===== src/bga_pkg.sv =====
// ----------------------------------------------------------------------------
// bga_pkg: shared types and constants for the grid automaton pass unit
// Row field width, register indexes, reset values, emit phases and the
// control group handed from the row window to the output stage.
// ----------------------------------------------------------------------------
package bga_pkg;

  // fixed field width of the row ports and default row width
  localparam int unsigned ROW_FIELD_W = 64;
  localparam int unsigned ROW_W_DEF   = 64;

  // configuration port
  localparam int unsigned CFG_IDX_W  = 2;
  localparam int unsigned CFG_DATA_W = 5;

  localparam logic [CFG_IDX_W-1:0] CFG_EXTRA_EN  = 2'd0;
  localparam logic [CFG_IDX_W-1:0] CFG_WALL_THR  = 2'd1;
  localparam logic [CFG_IDX_W-1:0] CFG_SPARSE_THR = 2'd2;

  localparam logic       EXTRA_EN_RST   = 1'b0;
  localparam logic [3:0] WALL_THR_RST   = 4'd5;
  localparam logic [4:0] SPARSE_THR_RST = 5'd2;

  // which result a held row is producing
  localparam logic [1:0] PH_ROW_M2 = 2'd0;  // row two above the held row
  localparam logic [1:0] PH_ROW_M1 = 2'd1;  // row just above (flush only)
  localparam logic [1:0] PH_TAIL   = 2'd2;  // held row itself, bottom border

  // control from the row window to the smoother and output register
  typedef struct packed {
    logic emit;       // a result beat is produced this cycle
    logic border;     // whole row is border, all walls
    logic extra;      // sparse-area rule applies to this row
    logic frame_end;  // last row of the grid
  } bga_job_t;

endpackage


===== src/binary_grid_automaton_pass_unit.sv =====
// ----------------------------------------------------------------------------
// binary_grid_automaton_pass_unit: one cave-smoothing pass, one row a beat
// Streams a wall/space grid row by row and returns the smoothed rows.
// ----------------------------------------------------------------------------
// Rows enter one per cycle unless stalled; output row r is formed when input
// row r+2 is held. Ordinary rows sustain one beat per cycle unless the output
// stalls. A row flagged last_row produces up to three result beats through
// the single output register, so it holds the input register and stalls the
// input until its last beat is taken. The first two rows of a grid give no
// result. Configuration writes take effect at once and belong only between
// grids. Bits of row_cells_i at or above ROW_WIDTH are ignored; those of
// new_row_cells_o read zero.
module binary_grid_automaton_pass_unit #(
  parameter int unsigned ROW_WIDTH = bga_pkg::ROW_W_DEF
) (
  input  logic                               clk_i,
  input  logic                               rst_ni,
  // configuration
  input  logic                               cfg_we_i,
  input  logic [bga_pkg::CFG_IDX_W-1:0]      cfg_idx_i,
  input  logic [bga_pkg::CFG_DATA_W-1:0]     cfg_wdata_i,
  // input rows
  input  logic                               in_valid_i,
  output logic                               in_stall_o,
  input  logic [bga_pkg::ROW_FIELD_W-1:0]    row_cells_i,
  input  logic                               last_row_i,
  // result rows
  output logic                               out_valid_o,
  input  logic                               out_stall_i,
  output logic [bga_pkg::ROW_FIELD_W-1:0]    new_row_cells_o,
  output logic                               frame_end_o
);
  import bga_pkg::*;

  localparam logic [ROW_FIELD_W-1:0] RowMask = {ROW_FIELD_W{1'b1}} >> (ROW_FIELD_W - ROW_WIDTH);

  logic                        extra_en_q;
  logic [3:0]                  wall_thr_q;
  logic [4:0]                  sparse_thr_q;

  bga_job_t                    job;
  logic [4:0][ROW_WIDTH-1:0]   nb;
  logic [ROW_WIDTH-1:0]        smooth_row;

  logic                        out_valid_q;
  logic [ROW_FIELD_W-1:0]      out_row_q;
  logic                        out_end_q;
  logic                        out_ready;

  // configuration registers
  always_ff @(posedge clk_i or negedge rst_ni) begin
    if (!rst_ni) begin
      extra_en_q   <= EXTRA_EN_RST;
      wall_thr_q   <= WALL_THR_RST;
      sparse_thr_q <= SPARSE_THR_RST;
    end else if (cfg_we_i) begin
      case (cfg_idx_i)
        CFG_EXTRA_EN:   extra_en_q   <= cfg_wdata_i[0];
        CFG_WALL_THR:   wall_thr_q   <= cfg_wdata_i[3:0];
        CFG_SPARSE_THR: sparse_thr_q <= cfg_wdata_i[4:0];
        default: ;
      endcase
    end
  end

  assign out_ready = !out_valid_q || !out_stall_i;

  bga_window #(
    .ROW_WIDTH (ROW_WIDTH)
  ) u_window (
    .clk_i       (clk_i),
    .rst_ni      (rst_ni),
    .in_valid_i  (in_valid_i),
    .in_stall_o  (in_stall_o),
    .row_cells_i (row_cells_i),
    .last_row_i  (last_row_i),
    .extra_en_i  (extra_en_q),
    .out_ready_i (out_ready),
    .job_o       (job),
    .nb_o        (nb)
  );

  bga_smooth #(
    .ROW_WIDTH (ROW_WIDTH)
  ) u_smooth (
    .nb_i         (nb),
    .border_i     (job.border),
    .extra_i      (job.extra),
    .wall_thr_i   (wall_thr_q),
    .sparse_thr_i (sparse_thr_q),
    .row_o        (smooth_row)
  );

  // output register
  always_ff @(posedge clk_i or negedge rst_ni) begin
    if (!rst_ni) begin
      out_valid_q <= 1'b0;
    end else if (out_ready) begin
      out_valid_q <= job.emit;
    end
  end

  always_ff @(posedge clk_i) begin
    if (out_ready && job.emit) begin
      out_row_q <= ROW_FIELD_W'(smooth_row);
      out_end_q <= job.frame_end;
    end
  end

  assign out_valid_o     = out_valid_q;
  assign new_row_cells_o = out_row_q;
  assign frame_end_o     = out_end_q;

`ifndef SYNTH
  // the closing row of a grid is all border
  a_end_all_wall: assert property (@(posedge clk_i) disable iff (!rst_ni)
    out_valid_o && frame_end_o |-> new_row_cells_o == RowMask)
    else $error("frame_end beat is not an all-wall row");

  // nothing outside the configured row width
  a_no_stray_bits: assert property (@(posedge clk_i) disable iff (!rst_ni)
    out_valid_o |-> (new_row_cells_o & ~RowMask) == '0)
    else $error("result row has bits beyond ROW_WIDTH");

  // side columns are always walls
  a_side_walls: assert property (@(posedge clk_i) disable iff (!rst_ni)
    out_valid_o |-> new_row_cells_o[0] && new_row_cells_o[ROW_WIDTH-1])
    else $error("result row has an open side column");
`endif

endmodule


===== src/bga_smooth.sv =====
// ----------------------------------------------------------------------------
// bga_smooth: one-row smoothing datapath
// Per column: 3x3 wall count against the wall threshold, and the 21-cell
// (5x5 less corners) count against the sparse threshold. Pure logic.
// ----------------------------------------------------------------------------
module bga_smooth #(
  parameter int unsigned ROW_WIDTH = bga_pkg::ROW_W_DEF
) (
  input  logic [4:0][ROW_WIDTH-1:0] nb_i,        // [0] = row r-2 .. [4] = row r+2
  input  logic                      border_i,
  input  logic                      extra_i,
  input  logic [3:0]                wall_thr_i,
  input  logic [4:0]                sparse_thr_i,
  output logic [ROW_WIDTH-1:0]      row_o
);
  import bga_pkg::*;

  for (genvar gj = 0; gj < ROW_WIDTH; gj++) begin : g_col
    if (gj == 0 || gj == ROW_WIDTH - 1) begin : g_edge
      // left and right columns are always walls
      assign row_o[gj] = 1'b1;
    end else begin : g_core
      logic [3:0] c9;
      logic       sp;

      // 3x3 neighbourhood count, center included
      always_comb begin
        c9 = '0;
        for (int di = 1; di <= 3; di++) begin
          for (int dj = -1; dj <= 1; dj++) begin
            c9 = c9 + 4'(nb_i[di][gj+dj]);
          end
        end
      end

      if (gj >= 2 && gj <= ROW_WIDTH - 3) begin : g_sparse
        logic [4:0] c21;

        // 5x5 count without the four corners
        always_comb begin
          c21 = '0;
          for (int di = 0; di <= 4; di++) begin
            for (int dj = -2; dj <= 2; dj++) begin
              if (!((di == 0 || di == 4) && (dj == -2 || dj == 2))) begin
                c21 = c21 + 5'(nb_i[di][gj+dj]);
              end
            end
          end
        end

        assign sp = extra_i && (c21 <= sparse_thr_i);
      end else begin : g_nosparse
        assign sp = 1'b0;
      end

      assign row_o[gj] = border_i | (c9 >= wall_thr_i) | sp;
    end
  end

endmodule


===== src/bga_window.sv =====
// ----------------------------------------------------------------------------
// bga_window: input register, row window and result sequencing
// Holds the accepted row until all of its result beats have left, then
// shifts it into the four-row window (or clears the window on a last row).
// ----------------------------------------------------------------------------
module bga_window #(
  parameter int unsigned ROW_WIDTH = bga_pkg::ROW_W_DEF
) (
  input  logic                                 clk_i,
  input  logic                                 rst_ni,
  input  logic                                 in_valid_i,
  output logic                                 in_stall_o,
  input  logic [bga_pkg::ROW_FIELD_W-1:0]      row_cells_i,
  input  logic                                 last_row_i,
  input  logic                                 extra_en_i,
  input  logic                                 out_ready_i,
  output bga_pkg::bga_job_t                    job_o,
  output logic [4:0][ROW_WIDTH-1:0]            nb_o
);
  import bga_pkg::*;

  logic                 s1_valid_q;
  logic [ROW_WIDTH-1:0] x_q;
  logic                 last_q;
  logic [1:0]           phase_q;
  logic [ROW_WIDTH-1:0] win_q [4];   // [0] newest
  logic [1:0]           rows_seen_q;
  logic                 deep_q;

  logic [1:0] ph_a, cur;
  logic       has_out, fin, fire, retire, accept;

  // skip the phases that a short grid does not have
  always_comb begin
    ph_a = phase_q;
    if (last_q && ph_a == PH_ROW_M2 && !rows_seen_q[1]) ph_a = PH_ROW_M1;
    cur = ph_a;
    if (last_q && ph_a == PH_ROW_M1 && rows_seen_q == 2'd0) cur = PH_TAIL;
  end

  assign has_out    = last_q || rows_seen_q[1];
  assign fin        = !last_q || (cur == PH_TAIL);
  assign fire       = s1_valid_q && (!has_out || out_ready_i);
  assign retire     = fire && fin;
  assign in_stall_o = s1_valid_q && !retire;
  assign accept     = in_valid_i && !in_stall_o;

  // neighbourhood rows and flags for the current beat
  always_comb begin
    job_o.emit      = fire && has_out;
    job_o.border    = 1'b1;
    job_o.extra     = 1'b0;
    job_o.frame_end = 1'b0;
    nb_o[0] = win_q[3];
    nb_o[1] = win_q[2];
    nb_o[2] = win_q[1];
    nb_o[3] = win_q[0];
    nb_o[4] = x_q;
    case (cur)
      PH_ROW_M2: begin
        job_o.border = (rows_seen_q == 2'd2);
        job_o.extra  = extra_en_i && deep_q;
      end
      PH_ROW_M1: begin
        nb_o[0]      = win_q[2];
        nb_o[1]      = win_q[1];
        nb_o[2]      = win_q[0];
        nb_o[3]      = x_q;
        nb_o[4]      = '0;
        job_o.border = (rows_seen_q == 2'd1);
      end
      default: begin
        job_o.frame_end = 1'b1;
      end
    endcase
  end

  // control and window state
  always_ff @(posedge clk_i or negedge rst_ni) begin
    if (!rst_ni) begin
      s1_valid_q  <= 1'b0;
      phase_q     <= PH_ROW_M2;
      rows_seen_q <= '0;
      deep_q      <= 1'b0;
      for (int i = 0; i < 4; i++) win_q[i] <= '0;
    end else begin
      if (accept) begin
        s1_valid_q <= 1'b1;
        phase_q    <= PH_ROW_M2;
      end else if (retire) begin
        s1_valid_q <= 1'b0;
      end else if (fire) begin
        phase_q <= cur + 2'd1;
      end

      if (retire) begin
        if (last_q) begin
          rows_seen_q <= '0;
          deep_q      <= 1'b0;
          for (int i = 0; i < 4; i++) win_q[i] <= '0;
        end else begin
          win_q[3] <= win_q[2];
          win_q[2] <= win_q[1];
          win_q[1] <= win_q[0];
          win_q[0] <= x_q;
          if (rows_seen_q == 2'd3) deep_q <= 1'b1;
          else rows_seen_q <= rows_seen_q + 2'd1;
        end
      end
    end
  end

  // input payload register
  always_ff @(posedge clk_i) begin
    if (accept) begin
      x_q    <= row_cells_i[ROW_WIDTH-1:0];
      last_q <= last_row_i;
    end
  end

endmodule


===== config.mk =====
export PLATFORM = sky130hd
export DESIGN_NAME = binary_grid_automaton_pass_unit
export DESIGN_NICKNAME = d
export VERILOG_FILES = /design/src/bga_pkg.sv /design/src/binary_grid_automaton_pass_unit.sv /design/src/bga_smooth.sv /design/src/bga_window.sv
export SDC_FILE = /design/constraint.sdc
export NUM_CORES = 2
export LEC_CHECK = 0
export ABC_AREA = 1
export BUFFER_PORTS_ARGS = -buffer_cell sky130_fd_sc_hd__clkbuf_2
export CORE_AREA = 2 2 535 590
export DETAILED_ROUTE_END_ITERATION = 7
export DIE_AREA = 0 0 537 592
export SYNTH_ARGS = -nofsm -noshare
export SYNTH_HDL_FRONTEND = slang
export SYNTH_HIERARCHICAL = 1
export SYNTH_SLANG_ARGS = --single-unit

===== constraint.sdc =====
create_clock -name clk_i -period 9.89 [get_ports clk_i]
set_clock_uncertainty 0.05 [all_clocks]
set_input_delay 0.4945 -clock clk_i [delete_from_list [all_inputs] [get_ports clk_i]]
set_output_delay 0.4945 -clock clk_i [all_outputs]
set_load 0.005 [all_outputs]

==> results.json <==
{
  "syn_inst": 7983,
  "hold_ws_ns": 0.0211,
  "crit_family": "adder cells",
  "arrival_ns": 8.31,
  "drive_gt1_share_pct": 5.81,
  "drtAntennaViolNets": 0,
  "finalHoldViolCount": 0,
  "num_vias": 50600,
  "path_max_fanout": 91,
  "dp_hpwl_mm": 150,
  "place_inst": 12300,
  "tns_ns": 0,
  "fp-row-count": 215,
  "synth_warnings": 6,
  "slowest_delay_ns": 0.68,
  "critPathBufInv": 7,
  "synthesis.area_mm2": 0.0712,
  "cpMaxStageDelayCell": "buf_4",
  "fmax_ghz": 0.126,
  "dieArea_mm2": 0.318,
  "critical_path_class": "reg -> reg",
  "boundaryPins": 144,
  "rsz0062_at_grt": "false",
  "htree_num_levels": 2,
  "drtIter0Drc": 2623,
  "drv_slew": 0,
  "cap_viol_max_count": 0,
  "grt_usage_pct": 12.3,
  "setup-violations-final": 0,
  "postCtsSetupBuffers": 0,
  "clkLatencyLatePin_ns": 0.71,
  "wl_mm": 192,
  "viasPerCell": 4.07,
  "hold_class": "in -> reg",
  "grt_pass1_vias": 52100,
  "crit_path_end_kind": "register",
  "synth_area_per_cell_um2": 8.92,
  "path_depth": 30,
  "timing.final.crit_share_pct": 80.0,
  "fin_ws_ns": 1.97,
  "cts_buffers": 55,
  "drcViolationCount": 0,
  "worstPathRequired_ns": 10.28,
  "grt_pass1_wl_mm": 301,
  "cts_root_buf": "clkbuf_16",
  "antenna_found_initial": 12,
  "cts_tree": "yes",
  "avgRoutedWirePerCell_um": 15.4,
  "ctsResizeCount": 0,
  "start_util_pct": 22.9,
  "fp.dieH_um": 592,
  "preCtsSetupSlack_ns": 2.00,
  "relSlewSlack_pct": 7.74,
  "firstDrtPassIters": 5,
  "clk_pin_slew_ns": 0.07,
  "overflow": 0,
  "cp-start-kind": "register",
  "cts_buffer_depth": 3,
  "outcome": "finished, final reports clean",
  "cpMostUsedCell": "fa_1",
  "min_period_ns": 7.92,
  "rr_worst_depth": 30,
  "gp_congestion": 0.847,
  "area_growth_syn_to_layout_pct": 12.7,
  "fin_cells": 12400,
  "cts.sinks": 401,
  "fp.coreArea_mm2": 0.312,
  "grt_max_degree": 197,
  "dieWidth_um": 537,
  "portBuffers": 143,
  "worst_slew_pin_slew_ns": 1.37,
  "nets": 10600,
  "worstHoldPathCells": 1
}
placed cells by master (no fill, tap or decap), drive strengths merged:
master	instances
nand3	248
clkinvlp	5
diode	3
o22ai	192
o21ai	379
nor2	192
xnor2	122
xor2	60
clkinv	16
a21o	1
nand4	14
dlygate4sd3	68
dfrtp	268
a21oi	246
o21bai	120
and3	1
fa	1210
conb	2
nand2	1270
edfxtp	130
inv	2361
buf	157
nand3b	1
bufinv	3
dfstp	3
clkbuf	209
ha	1037
o211ai	3
stage by stage:
stage	utilization, %	cell area [µm²]
detailed placement	25.0	77700
global route	25.8	80300
global placement	25.0	77700
finish	25.8	80300
CTS	25.8	80300
floorplan	-	71300
layer usage:
layer	vias up	GRT usage [%]	share of wire, %
met5	-	0	0
met4	0	2.89	2.4
met3	205	1.76	4.4
met2	857	21.6	49
met1	24800	16.0	44
li1	24700	-	-
sequential cells by signal, indices dropped and copies added (netlist names):
| signal | flops |
|---|---|
| u_window/win_q | 254 |
| new_row_cells_o | 64 |
| u_window/x_q | 64 |
| sparse_thr_q | 5 |
| wall_thr_q | 4 |
| u_window/phase_q | 2 |
| u_window/rows_seen_q | 2 |
| extra_en_q | 1 |
| frame_end_o | 1 |
| out_valid_o | 1 |
| u_window/deep_q | 1 |
| u_window/last_q | 1 |
| u_window/s1_valid_q | 1 |
cell type report:
type	instances	area, µm²
Fill cell	33700	231000
Multi-Input combinational cell	5098	51100
Sequential cell	401	10700
Inverter	2348	8840
Tap cell	4123	5160
Timing Repair Buffer	367	2630
Clock buffer	67	1500
Clock inverter	37	365
Antenna cell	3	7.51
timing repair:
| item | CTS | global route |
|---|---|---|
| setup endpoints to repair | 0 | 0 |
| endpoints found under the hold margin | 145 | 0 |
| hold buffers | 68 | 0 |
path summary, 6_finish.rpt:
kind	startpoint	end	slack, ns
min reg2reg	u_window/deep_q	u_window/deep_q	0.43
max in group asynchronous	rst_ni	u_window/win_q[231]	7.93
min	row_cells_i[24]	u_window/x_q[24]	0.02
max reg2reg	u_window/rows_seen_q[0]	new_row_cells_o[7]	1.97
min in group asynchronous	rst_ni	wall_thr_q[3]	0.38
max	u_window/rows_seen_q[0]	new_row_cells_o[7]	1.97
Power is left out: the tool's default activity adds up to more than one toggle a clock period on the data nets, which glitch-free logic cannot reach.
